[config.mk]
export PLATFORM = sky130hd
export DESIGN_NAME = chroma_horizontal_shift_flat
export DESIGN_NICKNAME = d
export VERILOG_FILES = /design/src/chs_pkg.sv /design/src/chs_if.sv /design/src/chs_cell.sv /design/src/chs_emit.sv /design/src/chroma_horizontal_shift.sv /design/src/flat_wrapper.sv
export SDC_FILE = /design/constraint.sdc
export NUM_CORES = 1
export LEC_CHECK = 0
export BUFFER_PORTS_ARGS = -buffer_cell sky130_fd_sc_hd__clkbuf_2
export CAP_MARGIN = 20
export CORE_MARGIN = 3
export CORE_UTILIZATION = 61
export CTS_CLUSTER_DIAMETER = 60
export DETAILED_ROUTE_END_ITERATION = 16
export MAX_ROUTING_LAYER = met4
export PLACE_DENSITY = 0.79
export SYNTH_ARGS = -nofsm -noshare
export SYNTH_HDL_FRONTEND = slang
export SYNTH_SLANG_ARGS = --single-unit
[constraint.sdc]
create_clock -name clk -period 20.8 [get_ports clk]
set_input_delay 5.2 -clock clk [delete_from_list [all_inputs] [get_ports clk]]
set_output_delay 5.2 -clock clk [all_outputs]
set_load 0.02 [all_outputs]
[src/chs_pkg.sv]
`timescale 1ns / 1ps
package chs_pkg;

	localparam int MAX_SHIFT = 32;
	localparam int MAX_WIDTH = 4096;

	localparam int SAMPLE_W = 8;
	localparam int PLANE_W  = 2;
	localparam int LW_W     = $clog2(MAX_WIDTH + 1);
	localparam int COL_W    = $clog2(MAX_WIDTH);
	localparam int CW_W     = $clog2(MAX_WIDTH / 2 + 1);
	localparam int SHIFT_W  = 7;
	localparam int MAG_W    = $clog2(MAX_SHIFT + 1);
	localparam int TAP_W    = $clog2(MAX_SHIFT);
	localparam int CFG_IDX_W  = 2;
	localparam int CFG_DATA_W = LW_W;

	localparam logic [PLANE_W-1:0] PLANE_Y    = 2'd0;
	localparam logic [PLANE_W-1:0] PLANE_U    = 2'd1;
	localparam logic [PLANE_W-1:0] PLANE_V    = 2'd2;
	localparam logic [PLANE_W-1:0] PLANE_NONE = 2'd3;

	localparam logic [CFG_IDX_W-1:0] CFG_LUMA_WIDTH = 2'd0;
	localparam logic [CFG_IDX_W-1:0] CFG_U_SHIFT    = 2'd1;
	localparam logic [CFG_IDX_W-1:0] CFG_V_SHIFT    = 2'd2;

	localparam logic [LW_W-1:0]     LUMA_WIDTH_RESET = LW_W'(640);
	localparam logic [SAMPLE_W-1:0] BLANK_CHROMA     = 8'd128;
	localparam logic [SAMPLE_W-1:0] BLANK_LUMA       = 8'd0;

	// Results caused by one input item: an optional primary sample, then
	// a run of blank chroma samples at the end of a left-shifted row.
	typedef struct packed {
		logic [PLANE_W-1:0]  plane;
		logic [SAMPLE_W-1:0] value;
		logic                prim;
		logic [MAG_W-1:0]    flush;
	} chs_rec_t;

endpackage

[src/chs_if.sv]
`timescale 1ns / 1ps
interface chs_in_if;
	import chs_pkg::*;
	logic                valid;
	logic                ready;
	logic [PLANE_W-1:0]  plane;
	logic [SAMPLE_W-1:0] sample;

	modport source (output valid, output plane, output sample, input ready);
	modport sink   (input valid, input plane, input sample, output ready);
endinterface

interface chs_out_if;
	import chs_pkg::*;
	logic                valid;
	logic                ready;
	logic [PLANE_W-1:0]  out_plane;
	logic [SAMPLE_W-1:0] out_sample;
	logic                last_in_run;

	modport source (output valid, output out_plane, output out_sample, output last_in_run,
		input ready);
	modport sink   (input valid, input out_plane, input out_sample, input last_in_run,
		output ready);
endinterface

[src/chs_cell.sv]
`timescale 1ns / 1ps
module chs_cell (
	input  logic                          clk,
	input  logic                          en,
	input  logic [chs_pkg::SAMPLE_W-1:0]  d,
	output logic [chs_pkg::SAMPLE_W-1:0]  q
);
	import chs_pkg::*;

	logic [SAMPLE_W-1:0] smp_q;

	// Take the neighbor's sample on every chroma item.
	always_ff @(posedge clk) begin
		if (en) begin
			smp_q <= d;
		end
	end

	assign q = smp_q;
endmodule

[src/chs_emit.sv]
`timescale 1ns / 1ps
module chs_emit (
	input  logic              clk,
	input  logic              arst_n,
	input  logic              push,
	input  chs_pkg::chs_rec_t rec,
	output logic              full,
	chs_out_if.source         out_ch
);
	import chs_pkg::*;

	chs_rec_t head_q, tail_q, head_d, tail_d;
	logic     head_v_q, tail_v_q, head_v_d, tail_v_d;
	logic     fire, last;

	assign last = head_q.prim ? (head_q.flush == '0) : (head_q.flush == MAG_W'(1));
	assign fire = head_v_q && out_ch.ready;

	assign out_ch.valid       = head_v_q;
	assign out_ch.out_plane   = head_q.plane;
	assign out_ch.out_sample  = head_q.prim ? head_q.value : BLANK_CHROMA;
	assign out_ch.last_in_run = last;
	assign full = tail_v_q;

	always_comb begin
		head_d   = head_q;
		tail_d   = tail_q;
		head_v_d = head_v_q;
		tail_v_d = tail_v_q;
		if (fire) begin
			if (last) begin
				head_d   = tail_q;
				head_v_d = tail_v_q;
				tail_v_d = 1'b0;
			end else if (head_q.prim) begin
				head_d.prim = 1'b0;
			end else begin
				head_d.flush = head_q.flush - MAG_W'(1);
			end
		end
		if (push) begin
			if (!head_v_d) begin
				head_d   = rec;
				head_v_d = 1'b1;
			end else begin
				tail_d   = rec;
				tail_v_d = 1'b1;
			end
		end
	end

	always_ff @(posedge clk or negedge arst_n) begin
		if (!arst_n) begin
			head_v_q <= 1'b0;
			tail_v_q <= 1'b0;
		end else begin
			head_v_q <= head_v_d;
			tail_v_q <= tail_v_d;
		end
	end

	always_ff @(posedge clk) begin
		head_q <= head_d;
		tail_q <= tail_d;
	end
endmodule

[src/chroma_horizontal_shift.sv]
`timescale 1ns / 1ps
// Chroma horizontal shift for planar 4:2:0 video. The block takes one sample per cycle
// while in_ch.ready is high and registers its results in a two-item output buffer; the
// last chroma sample of a row under a negative shift ends with a burst of up to 33
// results, one per cycle while the output is ready, and the next item waits once that
// buffer is full. Input is held off after reset and after every register write. Positive
// shifts read the sample from a chain of 32 cells that moves by one on every chroma item,
// so a shift of p takes the sample p items back.
module chroma_horizontal_shift (
	input  logic                             clk,
	input  logic                             arst_n,
	input  logic                             cfg_we,
	input  logic [chs_pkg::CFG_IDX_W-1:0]    cfg_index,
	input  logic [chs_pkg::CFG_DATA_W-1:0]   cfg_data,
	chs_in_if.sink                           in_ch,
	chs_out_if.source                        out_ch
);
	import chs_pkg::*;

	// Programmed registers
	logic [LW_W-1:0]    luma_width_q;
	logic [SHIFT_W-1:0] u_shift_q, v_shift_q;
	logic               cfg_hold_q;

	// Settled configuration
	logic [LW_W-1:0]  lw_q;
	logic [CW_W-1:0]  cw_q;
	logic [MAG_W-1:0] mag_u_q, mag_v_q;
	logic             neg_u_q, neg_v_q, pos_u_q, pos_v_q;
	logic [MAG_W-1:0] lo_c_q;
	logic [CW_W-1:0]  hi_c_q;

	logic [LW_W-1:0]    w_m, lw_d;
	logic [CW_W-1:0]    cw_d, lim_full;
	logic [MAG_W-1:0]   lim;
	logic [SHIFT_W-1:0] raw_u, raw_v;
	logic [MAG_W-1:0]   mag_u_d, mag_v_d, lo_u, lo_v;
	logic [CW_W-1:0]    hi_u, hi_v;

	// Row state
	logic [COL_W-1:0]   col_q;
	logic [PLANE_W-1:0] cur_plane_q;

	logic [SAMPLE_W-1:0] cell_q [MAX_SHIFT];
	logic                shift_en;

	logic               in_fire, act, newrow, is_luma;
	logic [LW_W-1:0]    rw, c_inc;
	logic [COL_W-1:0]   c;
	logic [MAG_W-1:0]   mag;
	logic               neg, pos;
	logic [TAP_W-1:0]   tap_idx;
	logic [SAMPLE_W-1:0] tap;
	logic [COL_W-1:0]   oc;
	logic               blank_c, blank_l;
	chs_rec_t           rec;
	logic               push, full;

	// Hold input after reset, and after every register write, until the settled registers load.
	always_ff @(posedge clk or negedge arst_n) begin
		if (!arst_n) begin
			luma_width_q <= LUMA_WIDTH_RESET;
			u_shift_q    <= '0;
			v_shift_q    <= '0;
			cfg_hold_q   <= 1'b1;
		end else begin
			cfg_hold_q <= cfg_we;
			if (cfg_we) begin
				unique case (cfg_index)
					CFG_LUMA_WIDTH: luma_width_q <= cfg_data;
					CFG_U_SHIFT:    u_shift_q    <= cfg_data[SHIFT_W-1:0];
					CFG_V_SHIFT:    v_shift_q    <= cfg_data[SHIFT_W-1:0];
					default:        ;
				endcase
			end
		end
	end

	// Clamp width, saturate shifts and fold both shifts into one blank band.
	always_comb begin
		w_m = luma_width_q & ~LW_W'(1);
		if (w_m < LW_W'(2)) begin
			lw_d = LW_W'(2);
		end else if (w_m > LW_W'(MAX_WIDTH)) begin
			lw_d = LW_W'(MAX_WIDTH);
		end else begin
			lw_d = w_m;
		end
		cw_d     = lw_d[LW_W-1:1];
		lim_full = cw_d - CW_W'(1);
		lim      = (lim_full > CW_W'(MAX_SHIFT)) ? MAG_W'(MAX_SHIFT) : lim_full[MAG_W-1:0];
		raw_u    = u_shift_q[SHIFT_W-1] ? -u_shift_q : u_shift_q;
		raw_v    = v_shift_q[SHIFT_W-1] ? -v_shift_q : v_shift_q;
		mag_u_d  = (raw_u > SHIFT_W'(lim)) ? lim : raw_u[MAG_W-1:0];
		mag_v_d  = (raw_v > SHIFT_W'(lim)) ? lim : raw_v[MAG_W-1:0];
		lo_u     = u_shift_q[SHIFT_W-1] ? '0 : mag_u_d;
		lo_v     = v_shift_q[SHIFT_W-1] ? '0 : mag_v_d;
		hi_u     = u_shift_q[SHIFT_W-1] ? cw_d - CW_W'(mag_u_d) : cw_d;
		hi_v     = v_shift_q[SHIFT_W-1] ? cw_d - CW_W'(mag_v_d) : cw_d;
	end

	always_ff @(posedge clk) begin
		lw_q    <= lw_d;
		cw_q    <= cw_d;
		mag_u_q <= mag_u_d;
		mag_v_q <= mag_v_d;
		neg_u_q <= u_shift_q[SHIFT_W-1] && (mag_u_d != '0);
		neg_v_q <= v_shift_q[SHIFT_W-1] && (mag_v_d != '0);
		pos_u_q <= !u_shift_q[SHIFT_W-1] && (mag_u_d != '0);
		pos_v_q <= !v_shift_q[SHIFT_W-1] && (mag_v_d != '0);
		lo_c_q  <= (lo_u > lo_v) ? lo_u : lo_v;
		hi_c_q  <= (hi_u < hi_v) ? hi_u : hi_v;
	end

	assign in_ch.ready = !full && !cfg_hold_q;
	assign in_fire     = in_ch.valid && in_ch.ready;
	assign act         = in_fire && (in_ch.plane != PLANE_NONE);
	assign is_luma     = (in_ch.plane == PLANE_Y);
	assign shift_en    = act && !is_luma;

	genvar k;
	generate
		for (k = 0; k < MAX_SHIFT; k++) begin : g_cell
			if (k == 0) begin : g_head
				chs_cell u_cell (.clk(clk), .en(shift_en), .d(in_ch.sample), .q(cell_q[k]));
			end else begin : g_body
				chs_cell u_cell (.clk(clk), .en(shift_en), .d(cell_q[k-1]), .q(cell_q[k]));
			end
		end
	endgenerate

	always_comb begin
		rw      = is_luma ? lw_q : LW_W'(cw_q);
		newrow  = (in_ch.plane != cur_plane_q) || (LW_W'(col_q) >= rw);
		c       = newrow ? '0 : col_q;
		c_inc   = LW_W'(c) + LW_W'(1);
		mag     = (in_ch.plane == PLANE_U) ? mag_u_q : mag_v_q;
		neg     = (in_ch.plane == PLANE_U) ? neg_u_q : neg_v_q;
		pos     = (in_ch.plane == PLANE_U) ? pos_u_q : pos_v_q;
		tap_idx = TAP_W'(mag - MAG_W'(1));
		tap     = cell_q[tap_idx];
		oc      = neg ? c - COL_W'(mag) : c;
		blank_c = (oc < COL_W'(lo_c_q)) || (oc >= COL_W'(hi_c_q));
		blank_l = (c < COL_W'({lo_c_q, 1'b0})) || (LW_W'(c) >= {hi_c_q, 1'b0});

		rec.plane = in_ch.plane;
		rec.prim  = 1'b1;
		rec.flush = '0;
		rec.value = in_ch.sample;
		if (is_luma) begin
			if (blank_l) begin
				rec.value = BLANK_LUMA;
			end
		end else if (pos) begin
			rec.value = (c >= COL_W'(mag)) ? tap : BLANK_CHROMA;
			if (blank_c) begin
				rec.value = BLANK_CHROMA;
			end
		end else begin
			if (neg) begin
				// Drop the first samples of the row; pad blanks after its last one.
				rec.prim = (c >= COL_W'(mag));
				if (LW_W'(c) == LW_W'(cw_q) - LW_W'(1)) begin
					rec.flush = mag;
				end
			end
			if (blank_c) begin
				rec.value = BLANK_CHROMA;
			end
		end
		push = act && (rec.prim || (rec.flush != '0));
	end

	always_ff @(posedge clk or negedge arst_n) begin
		if (!arst_n) begin
			col_q       <= '0;
			cur_plane_q <= PLANE_Y;
		end else if (act) begin
			cur_plane_q <= in_ch.plane;
			col_q       <= (c_inc >= rw) ? '0 : c_inc[COL_W-1:0];
		end
	end

	chs_emit u_emit (
		.clk    (clk),
		.arst_n (arst_n),
		.push   (push),
		.rec    (rec),
		.full   (full),
		.out_ch (out_ch)
	);
endmodule
[src/flat_wrapper.sv]
// flat-port wrapper written by rule: the top's interface ports become plain ports
module chroma_horizontal_shift_flat import chs_pkg::*;
  (clk, arst_n, cfg_we, cfg_index, cfg_data, in_ch_valid, in_ch_plane, in_ch_sample, in_ch_ready, out_ch_valid, out_ch_out_plane, out_ch_out_sample, out_ch_last_in_run, out_ch_ready);
  chs_in_if in_ch_i ();
  chs_out_if out_ch_i ();
  input  logic clk;
  input  logic arst_n;
  input  logic cfg_we;
  input  logic [chs_pkg::CFG_IDX_W-1:0] cfg_index;
  input  logic [chs_pkg::CFG_DATA_W-1:0] cfg_data;
  input wire logic [$bits(in_ch_i.valid)-1:0] in_ch_valid;
  input wire logic [$bits(in_ch_i.plane)-1:0] in_ch_plane;
  input wire logic [$bits(in_ch_i.sample)-1:0] in_ch_sample;
  output wire logic [$bits(in_ch_i.ready)-1:0] in_ch_ready;
  output wire logic [$bits(out_ch_i.valid)-1:0] out_ch_valid;
  output wire logic [$bits(out_ch_i.out_plane)-1:0] out_ch_out_plane;
  output wire logic [$bits(out_ch_i.out_sample)-1:0] out_ch_out_sample;
  output wire logic [$bits(out_ch_i.last_in_run)-1:0] out_ch_last_in_run;
  input wire logic [$bits(out_ch_i.ready)-1:0] out_ch_ready;
  assign in_ch_i.valid = in_ch_valid;
  assign in_ch_i.plane = in_ch_plane;
  assign in_ch_i.sample = in_ch_sample;
  assign in_ch_ready = in_ch_i.ready;
  assign out_ch_valid = out_ch_i.valid;
  assign out_ch_out_plane = out_ch_i.out_plane;
  assign out_ch_out_sample = out_ch_i.out_sample;
  assign out_ch_last_in_run = out_ch_i.last_in_run;
  assign out_ch_i.ready = out_ch_ready;
  chroma_horizontal_shift u_core (.clk(clk), .arst_n(arst_n), .cfg_we(cfg_we), .cfg_index(cfg_index), .cfg_data(cfg_data), .in_ch(in_ch_i), .out_ch(out_ch_i));
endmodule
==> results of run 1 <==
==> flip-flops by register name (all words and copies together), names as in the netlist, 2 cells and up <==
register                        flops
u_core.col_q                       12
u_core.cur_plane_q                  2
u_core.cw_q                        12
u_core.g_cell.g_body.u_cell.q     248
u_core.g_cell.g_head.u_cell.q       8
u_core.hi_c_q                      12
u_core.lo_c_q                       6
u_core.luma_width_q                12
u_core.mag_u_q                      6
u_core.mag_v_q                      6
u_core.u_emit.head_q               15
u_core.u_emit.out_ch.out_plane      2
u_core.u_emit.tail_q               17
u_core.u_shift_q                    7
u_core.v_shift_q                    7
==> per-layer routing <==
metal  wire length [um]  global-route usage (%)  vias up
met5                  0                       -        -
met4                924                    6.67        0
met3               3210                    4.67       76
met2              20700                    41.1      488
met1              19400                    38.6     6290
li1                   -                       -     5922
==> cell usage in the layout, fill, tap and decap left out, drive strengths merged, types with 8 or more instances in the layout <==
| cell type | Yosys | layout |
|---|---|---|
| edfxtp | 273 | 273 |
| ha | 112 | 112 |
| nor2 | 97 | 97 |
| clkbuf | 59 | 89 |
| inv | 74 | 78 |
| nand2 | 71 | 71 |
| mux4 | 64 | 64 |
| dfxtp | 63 | 63 |
| mux2 | 57 | 57 |
| a21oi | 56 | 56 |
| mux2i | 50 | 50 |
| xnor2 | 46 | 46 |
| o21ai | 44 | 44 |
| dfrtp | 40 | 40 |
| nor2b | 36 | 36 |
| a211oi | 30 | 30 |
| nor3 | 27 | 27 |
| nand3 | 26 | 26 |
| nand2b | 23 | 23 |
| a21o | 22 | 22 |
| xor2 | 18 | 18 |
| clkinv | 1 | 18 |
| o21a | 17 | 17 |
| a31oi | 16 | 16 |
| buf | 21 | 16 |
| and2 | 15 | 15 |
| or2 | 14 | 14 |
| nand4 | 13 | 13 |
| nor4 | 12 | 12 |
| o22ai | 11 | 11 |
| a22o | 11 | 11 |
| o2bb2ai | 9 | 9 |
| a211o | 8 | 8 |
| o31ai | 8 | 8 |
==> logic make-up after synthesis <==
family	after synthesis	share of synthesized area, %
DFF	379	53.4
and+or+nand+nor	365	9.46
AOI/OAI and AO/OA	295	10.4
muxes	171	13.2
buffers and inverters	155	3.20
adders and majority gates	116	7.41
xor gates and xnor gates	64	2.84
==> metrics by stage <==
step / worst slack (ns) / hold WS [ns] / utilization (%)
floorplan: 3.33 / 0.421 / -
global placement: 8.67 / 0.424 / 63.9
detailed placement: 8.59 / 0.431 / 63.9
CTS: 8.98 / 0.434 / 68.4
global route: 8.35 / 0.445 / 68.4
finish: 8.80 / 0.440 / 68.4
==> worst min-delay path by stage <==
stage,startpoint,end,depth (start not counted)
4_1_cts,u_core.g_cell[29].g_body.u_cell.q[1],u_core.g_cell[30].g_body.u_cell.q[1],0
2_1_floorplan,u_core.g_cell[12].g_body.u_cell.q[0],u_core.g_cell[13].g_body.u_cell.q[0],0
5_1_grt,u_core.g_cell[8].g_body.u_cell.q[5],u_core.g_cell[9].g_body.u_cell.q[5],0
3_5_place_dp,u_core.g_cell[17].g_body.u_cell.q[1],u_core.g_cell[18].g_body.u_cell.q[1],0
3_3_place_gp,u_core.g_cell[9].g_body.u_cell.q[3],u_core.g_cell[10].g_body.u_cell.q[3],0
6_report,u_core.g_cell[28].g_body.u_cell.q[7],u_core.g_cell[29].g_body.u_cell.q[7],0
==> cell type report <==
class / count / area share [%]
tap: 402 / 2.32
clock inverter: 29 / 1.76
clock buffer: 47 / 4.88
sequential: 379 / 48.6
inverter: 75 / 1.30
multi-input combinational: 1011 / 39.6
timing repair buffer: 58 / 1.58
==> power by group <==
group | internal, uW | switching (uW) | leakage (uW)
Clock | 450 | 308 | 0.000701
Combinational | 532 | 719 | 0.00403
Sequential | 850 | 44.1 | 0.00349
Total | 1830 | 1070 | 0.00822
==> run_results.csv, run 1 <==
group,metric,value,unit
route,drt_wl_total,44300,um
synth,synth_fp_nets,1689,
cts,cts_sinks,379,
floorplanning,design.die.area,34500,um2
cts,cts_tree,"done",
setup_path,critPathRequiredTime,21.22,ns
final_layout,final_nets,1710,
floorplanning,io_pins,43,
setup_path,cpMostUsedCell,"ha_1",
power,power-per-cell-area,134,nW/um2
setup_path,cp.buffers_inverters,2,
global_routing,overflow,0,
synth,async_reset_ff_share,11.3,%
synth,synth_seq_cells,379,
sta,fmax,83.3,MHz
final_layout,antenna_cells,0,
route,ant_nets,0,
cts,cts_made_buffers,41,
sta,slew_viol_final,0,
cts,htreeDepth,2,
final_layout,layout-drive-gt1-share,18.1,%
route,remaining_drc_errors,0,
floorplanning,rows,65,
setup_path,timing.rr.start,"u_core.luma_width_q[10]",
cts,post_cts_buffers,0,
cts,clkLatencyLatePin,0.54,ns
final_layout,regArea,10500,um2
synth,synth_commonest_cells,"273 x edfxtp_1, 112 x ha_1, 97 x nor2_1",
floorplanning,fp.dieH,186,um
setup_path,startpoint,"in_ch_plane[1]",
setup_path,path_max_fanout,16,
floorplanning,fp.dieW,186,um
sta,worst_pin_slew,1.11,ns
synth,avgSynthCellArea,12.8,um2
hold_path,min_path_type,"flop to flop",
route,wl_per_cell,22.1,um
route,drtPass1Iterations,9,
global_routing,grt_max_degree,188,
setup_path,timing.rr.end,"u_core.hi_c_q[9]",
sta,post-route-period-util,57.7,%
sta,skew,0.0202,ns
floorplanning,core_area,31700,um2
cts,clkTransAtPathRegs,0.06,ns
power,finalPower,2900,uW
cts,root_buffer,"clkbuf_16",
status,outcome,"finished, final reports clean",
setup_path,reg2reg_depth,38,
synth,netlist_area,19700,um2
sta,final-setup-viol-count,0,
global_routing,grt_pass1_wl,71300,um
setup_path,cp_top_family,"compound AO/OA/AOI/OAI gates",
setup_path,cpPeakStageDelay,0.84,ns
global_routing,grt.total_usage,27.0,%
setup_path,critical_path.endpoint_type,"flop",
synth,yosys_warnings,0,
setup_path,r2r_setup_slack,10.61,ns
synth,synthCells,1545,
cts,cts_resized,0,
setup_path,cp-endpoint,"u_core.u_emit.head_q[11]",
sta,slew_headroom,25.7,%
placement,portBuffers,42,
setup_path,startpoint_type,"primary input",
route,drtIter0Drc,1157,
placement,postPlaceCellArea,20300,um2
final_layout,fin_area,21700,um2
synth,yosysMostFrequentCell,"edfxtp_1",
global_routing,antenna_found_initial,0,
global_routing,first_global_vias,12700,
setup_path,path_cells,"clkbuf_2 -> nor2_1 -> buf_4 -> mux2i_1 -> ha_1 -> a21o_1 -> a211oi_1 -> o21ai_0 -> a211oi_2 -> nand2_1 -> nor2_1 -> ha_1 -> and3_1 -> a221o_1 -> xor2_1 -> mux2_2 -> ha_1 -> a21oi_1 -> o31ai_1 -> a311o_1 -> or4_1 -> nand4_1 -> o2bb2ai_1 -> mux2_4",
synth,ys_types,92,
synth,synth_area_leader_cell,"edfxtp_1",
cts,ctsHoldBuffers,0,
final_layout,layout.cells.non_filler,2001,
setup_path,critPathSlowestCell,"a211oi_2",
sta,hold_viol,0,
final_layout,multi_input_area,8600,um2
cts,cts_buffer_depth,3,
power,p_leak,0.00822,uW
synth,synthFlopType,"edfxtp_1",
synth,synthTopCellsByArea,"edfxtp_1 42%, mux4_2 7.3%, ha_1 7.1%",
floorplanning,start_util,62.2,%
power,ir_worst_vdd,0.113,mV
sta,rsz0062_at_grt,"false",
synth,synth_top_area_share,41.5,%
sta,period_minus_slack,12.00,ns
synth,synth_edf_count,273,
setup_path,critPathKind,"primary input to flop",
flow_run,cap_violations,0,
sta,tns,0,ns
final_layout,fillers,2182,
final_layout,area_growth,10.0,%
setup_path,critPathArrivalTime,12.42,ns
placement,gp_routability_congestion,0.950,
route,vias,12800,
placement,hpwl,29400,um
setup_path,cp.depth,24,
synth,yosysSeqAreaShare,53.4,%
route,viasPerCell,6.38,
placement,place_inst,1925,
Note: power is estimated with default switching activity, not from simulation.
==> inputs of run 2 (changes only) <==
- clock period: 20.8 -> 12 ns (I/O delays scaled with it)
==> run 2 against run 1 <==
Compared with the run above: sequential power is 73% higher; highest routed layer unchanged; largest power group unchanged; worst hold slack got worse by 0.011 ns; sequential cell count is the same; routed wire length up 0.44%; clock power grew 60%; first-iteration DRC count rose by 21%; total power rose by 70%; clock skew increased by 0.0066 ns; non-clock buffer count rose by 1; register-to-register slack got worse by 8.7 ns; critical path depth increased by 13.
==> run_results.csv, run 2 (synthesized netlist as in run 1, its figures left out) <==
group,metric,value,unit
cts,ctsHoldBuffers,0,
setup_path,startpoint_type,"flop",
sta,hold_viol,0,
setup_path,cp-endpoint,"u_core.hi_c_q[9]",
sta,slew_headroom,22.2,%
route,viasPerCell,6.52,
floorplanning,design.die.area,34500,um2
setup_path,path_max_fanout,14,
setup_path,r2r_setup_slack,1.94,ns
cts,clkLatencyLatePin,0.54,ns
final_layout,antenna_cells,0,
setup_path,reg2reg_depth,37,
global_routing,overflow,0,
power,power-per-cell-area,228,nW/um2
sta,post-route-period-util,83.8,%
setup_path,critical_path.endpoint_type,"flop",
cts,cts_buffer_depth,3,
final_layout,final_nets,1710,
route,top_layer,"met4",
setup_path,cpPeakStageDelay,0.64,ns
status,outcome,"finished, final reports clean",
placement,hpwl,29800,um
final_layout,largest_reg_flops,248,
global_routing,grt.total_usage,26.8,%
cts,post_cts_buffers,0,
sta,worst_pin_slew,1.17,ns
cts,cts_made_buffers,40,
setup_path,startpoint,"u_core.luma_width_q[10]",
final_layout,area_growth,9.33,%
floorplanning,start_util,62.2,%
sta,tns,0,ns
floorplanning,fp.dieH,186,um
power,ir_worst_vdd,0.172,mV
cts,htreeDepth,2,
global_routing,grt_max_degree,224,
route,drt_wl_total,44500,um
placement,portBuffers,42,
final_layout,final_common_cell,"edfxtp_1",
route,drtIter0Drc,1395,
global_routing,grt_pass1_wl,70500,um
route,dr_wl_met3,3510,um
flow_run,cap_violations,0,
route,vias,13000,
setup_path,critPathArrivalTime,10.44,ns
setup_path,timing.rr.end,"u_core.hi_c_q[9]",
final_layout,layout_common_cells,"273 x edfxtp_1, 111 x ha_1, 96 x nor2_1",
placement,gp_routability_congestion,1.00,
route,wl_met1,19600,um
sta,fmax,99.4,MHz
global_routing,first_global_vias,12800,
floorplanning,io_pins,43,
cts,cts_sinks,379,
setup_path,critPathSlowestCell,"nor2_1",
route,remaining_drc_errors,0,
setup_path,critPathKind,"flop to flop",
power,p_leak,0.00816,uW
final_layout,fin_area,21600,um2
placement,preCtsSetupSlack,1.70,ns
final_layout,post-route-util,68.0,%
power,finalPower,4920,uW
sta,period_minus_slack,10.06,ns
global_routing,antenna_found_initial,0,
sta,slew_viol_final,0,
placement,postPlaceCellArea,20300,um2
floorplanning,core_area,31700,um2
floorplanning,fp.dieW,186,um
route,drtPass1Iterations,5,
sta,final-setup-viol-count,0,
route,wl_per_cell,22.2,um
sta,worst_slack,1.94,ns
sta,skew,0.0269,ns
cts,cts_tree,"done",
setup_path,timing.rr.start,"u_core.luma_width_q[10]",
hold_path,min_path_type,"flop to flop",
setup_path,critPathRequiredTime,12.38,ns
floorplanning,rows,65,
route,ant_nets,0,
sta,rsz0062_at_grt,"false",
cts,clkTransAtPathRegs,0.07,ns
final_layout,layout-drive-gt1-share,17.8,%
cts,root_buffer,"clkbuf_16",
route,met2_length,20300,um
cts,cts_resized,0,
==> run 2: cell count changes in the layout (fill, tap and decap cells not counted), moves of 2 or more <==
cell	change
bufinv_16	-4
clkbuf_8	+4
clkinv_1	+5
clkinv_4	-2
==> run 2: how the worst min path moves through the flow <==
| stage | start | endpoint | slack [ns] | cells after the start |
|---|---|---|---|---|
| 6_report | u_core.g_cell[6].g_body.u_cell.q[4] | u_core.g_cell[7].g_body.u_cell.q[4] | 0.43 | 0 |
| 3_3_place_gp | u_core.g_cell[21].g_body.u_cell.q[7] | u_core.g_cell[22].g_body.u_cell.q[7] | 0.42 | 0 |
| 4_1_cts | u_core.g_cell[6].g_body.u_cell.q[4] | u_core.g_cell[7].g_body.u_cell.q[4] | 0.42 | 0 |
| 5_1_grt | u_core.g_cell[6].g_body.u_cell.q[4] | u_core.g_cell[7].g_body.u_cell.q[4] | 0.44 | 0 |
| 2_1_floorplan | u_core.g_cell[12].g_body.u_cell.q[0] | u_core.g_cell[13].g_body.u_cell.q[0] | 0.42 | 0 |
| 3_5_place_dp | u_core.g_cell[8].g_body.u_cell.q[0] | u_core.g_cell[9].g_body.u_cell.q[0] | 0.43 | 0 |
==> run 2: cell type report <==
cell class	instances	area, um2
fill	2209	10100
sequential	379	10500
inverter	75	282
multi-input combinational	1011	8600
clock inverter	24	210
clock buffer	49	1080
timing repair buffer	59	350
tap	402	503
==> run 2: routing by layer <==
metal	vias up	GRT usage, %
met5	-	-
met4	0	6.40
met2	556	39.7
met1	6463	39.6
li1	5936	-
met3	81	4.30
==> run 2: through the flow <==
| step | hold WS [ns] | std cells |
|---|---|---|
| final | 0.429 | 1999 |
| after global routing | 0.440 | 1999 |
| after CTS | 0.416 | 1999 |
| after detailed placement | 0.429 | 1926 |
| after global placement | 0.423 | 1926 |
| after floorplan | 0.421 | 1545 |
==> run 2: worst max-delay path, delay by kind of cell (launching register included) <==
kind	cells	cell delay, ns
DFF	1	0.45
AOI/OAI and AO/OA	14	3.46
and+or+nand+nor	12	3.37
buffers and inverters	4	0.62
xor gates and xnor gates	2	0.32
adders and majority gates	5	1.69
==> run 2: report_power, final <==
| part | switching, uW | leakage [uW] | internal, uW |
|---|---|---|---|
| logic | 1240 | 0.00403 | 924 |
| clock network | 516 | 0.000633 | 693 |
| registers | 76.4 | 0.00349 | 1470 |
| total | 1830 | 0.00816 | 3090 |
